--- src/rtl/skdc_pkg.sv ---
`timescale 1ns / 1ps
// Shared types and constants for the smoothing-kernel density and cdf block.
// No dependencies; imported by every other file of the block.
package skdc_pkg;

    localparam int IN_W  = 24;   // width of scaled_point
    localparam int WQ    = 30;   // fraction bits of the inner Q30 arithmetic
    localparam int QW    = 31;   // width that holds a Q30 value up to one
    localparam int FAM_W = 2;
    localparam int NUM_W = 48;   // width of the polynomial sums before rounding

    localparam logic [FAM_W-1:0] FAM_GAUSS = 2'd0;
    localparam logic [FAM_W-1:0] FAM_POLY6 = 2'd1;
    localparam logic [FAM_W-1:0] FAM_POLY4 = 2'd2;

    // 1/sqrt(2*pi) in Q30 and ceil(2^30/5) for the divide by five.
    localparam longint unsigned INV_SQRT_2PI = 64'd428361012;
    localparam int              RECIP5_SH    = 30;
    localparam logic [27:0]     RECIP5       = 28'd214748365;

    typedef logic [QW-1:0]           q30_t;
    typedef logic signed [NUM_W-1:0] num_t;

    // Per-item control that rides along the pipeline.
    typedef struct packed {
        logic             neg;   // input point is negative
        logic [FAM_W-1:0] fam;   // kernel family sampled at entry
        logic             gout;  // outside the Gaussian table
        logic             pout;  // outside the polynomial support
    } ctl_t;

endpackage

--- src/rtl/skdc_mulq.sv ---
`timescale 1ns / 1ps
// Registered Q30 multiply with round to nearest, one pipeline stage.
// Depends on skdc_pkg.
module skdc_mulq import skdc_pkg::*; (
    input  logic aclk,
    input  logic en,
    input  q30_t a,
    input  q30_t b,
    output q30_t q_reg
);

    logic [2*QW-1:0] prod;
    q30_t            q_next;

    assign prod   = (2*QW)'(a) * (2*QW)'(b);
    assign q_next = QW'((prod + ((2*QW)'(1) << (WQ - 1))) >> WQ);

    always_ff @(posedge aclk) begin
        if (en) begin
            q_reg <= q_next;
        end
    end

endmodule

--- config.mk ---
export PLATFORM = sky130hd
export DESIGN_NAME = skdc_mulq
export DESIGN_NICKNAME = d
export VERILOG_FILES = /design/src/rtl/skdc_pkg.sv /design/src/rtl/skdc_mulq.sv
export SDC_FILE = /design/constraint.sdc
export NUM_CORES = 2
export LEC_CHECK = 0
export BUFFER_PORTS_ARGS = -buffer_cell sky130_fd_sc_hd__buf_2
export CORE_MARGIN = 10
export CORE_UTILIZATION = 45
export DETAILED_ROUTE_END_ITERATION = 7
export HOLD_SLACK_MARGIN = 0.12
export PLACE_DENSITY = 0.68
export SLEW_MARGIN = 20
export SYNTH_ARGS = -nofsm -noshare
export SYNTH_HDL_FRONTEND = slang
export SYNTH_SLANG_ARGS = --single-unit
--- constraint.sdc ---
create_clock -name aclk -period 12.39 [get_ports aclk]
set_clock_uncertainty 0.1 [all_clocks]
set_input_delay 1.8585 -clock aclk [delete_from_list [all_inputs] [get_ports aclk]]
set_output_delay 1.8585 -clock aclk [all_outputs]
set_load 0.1 [all_outputs]
### Word level (Yosys, flattened, before mapping)

Index checks and enable logic that the tools add are counted.

| cells by class | value |
|---|---|
| add/subtract/negate cells | 1 |
| multiply operators | 1 |

Operators with widths:

| kind | count |
|---|---|
| adder 61 x 30 -> 61 bit, second input constant | 1 |
| multiplier 31 x 31 -> 61 bit | 1 |

| word-level totals | value |
|---|---|
| flip-flop bits (word level) | 31 |
| input bits | 64 |
| output and inout port bits | 31 |
| word-level logic and storage cells | 3 |

### Depth between registers and ports, before layout

| logic depth | value |
|---|---|
| depth after elaboration | 2 |
| gate-level depth with buffers | 27 |
| mapped depth without buffers | 25 |

### Worst setup path after synthesis

OpenSTA, ideal clock, no wires.

| timing | value |
|---|---|
| kind | input to register |
| start | in a[24] |
| end | reg q_reg[25], data pin |
| setup time | 0.262 ns |
| arrival | 8.458 ns |
| data required time | 12.028 ns |
| path slack | 3.571 ns |
| stages | 24 |
| buffers on the path | 1 |
| cell sequence | clkbuf_1 -> and2_1 -> fa_1 -> fa_1 -> inv_1 -> fa_1 -> fa_1 -> inv_1 -> fa_1 -> fa_1 -> fa_1 -> inv_1 -> fa_1 -> inv_1 -> ha_1 -> a21o_1 -> a21o_1 -> a2111oi_1 -> o41ai_2 -> o31ai_2 -> o221ai_2 -> a221oi_4 -> o21ai_1 -> xor2_1 |

| between the ends | value |
|---|---|
| word-level cells in the longest chain between the ends | 2 |

Ends and longest elaborated chain:

| item | line | text |
|---|---|---|
| from (decl) | skdc_mulq.sv:7 | `input q30_t a,` |
| multiplier 31 x 31 -> 61 bit | skdc_mulq.sv:15 | `assign prod = (2*QW)'(a) * (2*QW)'(b);` |
| adder 61 x 30 -> 61 bit | skdc_mulq.sv:16 | `assign q_next = QW'((prod + ((2*QW)'(1) << (WQ - 1))) >> WQ);` |
| named net q_next[25] | skdc_mulq.sv:13 | `q30_t q_next;` |
| to (signal assigned) | skdc_mulq.sv:20 | `q_reg <= q_next;` |
| to (decl) | skdc_mulq.sv:9 | `output q30_t q_reg` |

The timed path passes the listed nets, and every way through them passes these cells.
A chain may end at the register's enable or synchronous reset.

### Final worst setup path

Ends and elaborated chain as after synthesis.

==> metrics.txt <==
outcome=complete, no violations; Util after Layout=a little under half; Root Buffer=clkbuf_16; number of DRC markers in iteration 0=approximately 1500; initial antenna violation count=4; I/O Buffers=94; H-tree Lvls=2; Fmax achieved=~0.1 GHz; final wirelength=89.6 mm; number of I/O pins=95; top_reg_cell synth=edfxtp_1; area of the multi-input gates=between 20000 and 30000 µm²; post-cts resize count=0; Clk pin slew, worst setup/hold paths=0.06 ns; Vias=23424; Startpoint Class=primary input; Critical Path End Type=flop; average size of a mapped cell=roughly 9.1 µm²; post-synth top area share=between 50% and 60%; Mapped Nets=4735; cts bufs inserted=5; Reg area=931 µm²; initial core utilization=around 45%; first-pass detailed-route iteration total=6; # rows=98; routed len/inst=a little over 20 µm; gr usage total=22.2%; total setup buffers inserted after CTS=0; Fin. Hold Viols=0; Yosys warnings=0; fin area=about 34000 µm²; Nets=4660; post-layout min period=~10 ns; Post-synth ARST share=0%; Die Y=roughly 290 µm; most used cell, CP=fa_1; Routability Congestion=approximately 0.9; Worst Hold Class=in2reg; Area Growth Syn to Fin=3.63%; most frequent cells in the layout=inv_1 (914), fa_1 (837), and2_1 (543); critical path class=in2reg; max-slew violations=0; Synth Register Bits=31; Mapped Cells=~3600; Max-Cap Viols=0; Area after DPL=about 33000 µm²; Worst Tran Pin Value=roughly 0.95 ns; vias per std cell=about 5.3; DP Wirelength=approximately 69 mm; GRT overflow=0; share of cells above drive strength 1=4.27%; DIE AREA=around 83000 µm²; CTS tree=done; clock sinks=31; max reg flops=31; Synth cell types=slightly above 60; Filler Cell Count=6852; sequential share of the synthesized area=roughly 2.9%; Rel. slew slack=36.8%; TNS Setup=0 ns; DRC violations left=0; Worst path slowest cell=a2111oi_1; Netlist Area Pre-Place=32500 µm²; # setup viols final=0; Worst path max stage delay=about 0.78 ns; Synth area leader=fa_1; Hold Buf Count CTS=0; worst-case clock buffer depth=2; most common cell after layout, fill and taps aside=inv_1; largest cells by area after synthesis=fa_1 (52%), inv_1 (11%), ha_1 (10%); DIE WIDTH=between 200 and 300 µm; RSZ-0062 raised after global routing=no; largest net degree at the start of global routing=32; Post-synth EDFFs=31; first-pass GRT wire length=approximately 140 mm; Critical Path AT=just under 10 ns; CP Data Required Time=roughly 12 ns; Final Cycle Share=a little over 80%; vias in the first global route=~26000; DRT antenna net count=0; core footprint=slightly above 70000 µm²; Max FO, Critical Path=17; Min Hold Slack=between 2 and 2.5 ns
==> synthesized netlist by cell type (all sizes together), types with 2 or more instances <==
cell	count
nor2	30
inv	914
xnor2	20
nand2b	4
o21bai	7
o31ai	5
and4	3
o21a	5
o21ai	38
nor2b	4
and2	545
nand3	10
clkdlybuf4s25	2
a2111oi	3
edfxtp	31
a211oi	7
nand4	17
clkdlybuf4s15	3
xor2	15
a21oi	56
o211ai	7
fa	837
nand2	469
a21o	26
a221oi	2
o311ai	2
nor3	11
buf	4
a31oi	4
ha	272
and3	3
clkbuf	191
a41oi	4
==> layout make-up <==
class / instances / share of cell area (%)
Multi-Input combinational cell: 2417 / 81.0
Inverter: 914 / 10.2
Tap cell: 950 / 3.53
Sequential cell: 31 / 2.77
Timing Repair Buffer: 118 / 1.93
Clock buffer: 5 / 0.372
Clock inverter: 3 / 0.130
Antenna cell: 3 / 0.0223
==> logic make-up (layout without fill, tap and decap cells) <==
kind of cell    after synthesis  in the layout  share of synthesized area (%)
mux                           1              1                         0.0308
buf+inv                    1114           1040                           13.1
xor+xnor                     35             35                          0.944
simple gates               1099           1099                           17.3
other cells                   0              3                              0
flops                        31             31                           2.87
fa+ha+maj                  1109           1109                           62.1
compound gates              173            173                           3.59
==> final timing paths <==
| path | endpoint | depth (start not counted) | start | slack (ns) |
|---|---|---|---|---|
| setup / recovery | q_reg[25] | 25 | a[24] | 2.36 |
| hold / removal | q_reg[26] | 1 | en | 2.08 |
==> worst max-delay path: cells and delay by family <==
| kind | cells | cell delay [ns] |
|---|---|---|
| compound gates | 8 | 2.40 |
| buf+inv | 6 | 0.92 |
| fa+ha+maj | 9 | 4.39 |
| simple gates | 1 | 0.18 |
| xor+xnor | 1 | 0.16 |
==> through the flow <==
step	cells	setup WS [ns]
after global routing	4438	2.14
final	4441	2.36
after CTS	4438	2.42
after global placement	4430	2.15
after detailed placement	4430	2.17
after floorplan	3562	3.57
==> routing by layer <==
metal / share of wire [%] / GRT usage [%]
met5: 0.088 / 0
met3: 7.3 / 3.60
met4: 3.9 / 7.40
met2: 50 / 38.8
met1: 38 / 27.7
Power is left out: the tool's default activity adds up to more than one toggle a clock period on the data nets, which glitch-free logic cannot reach.
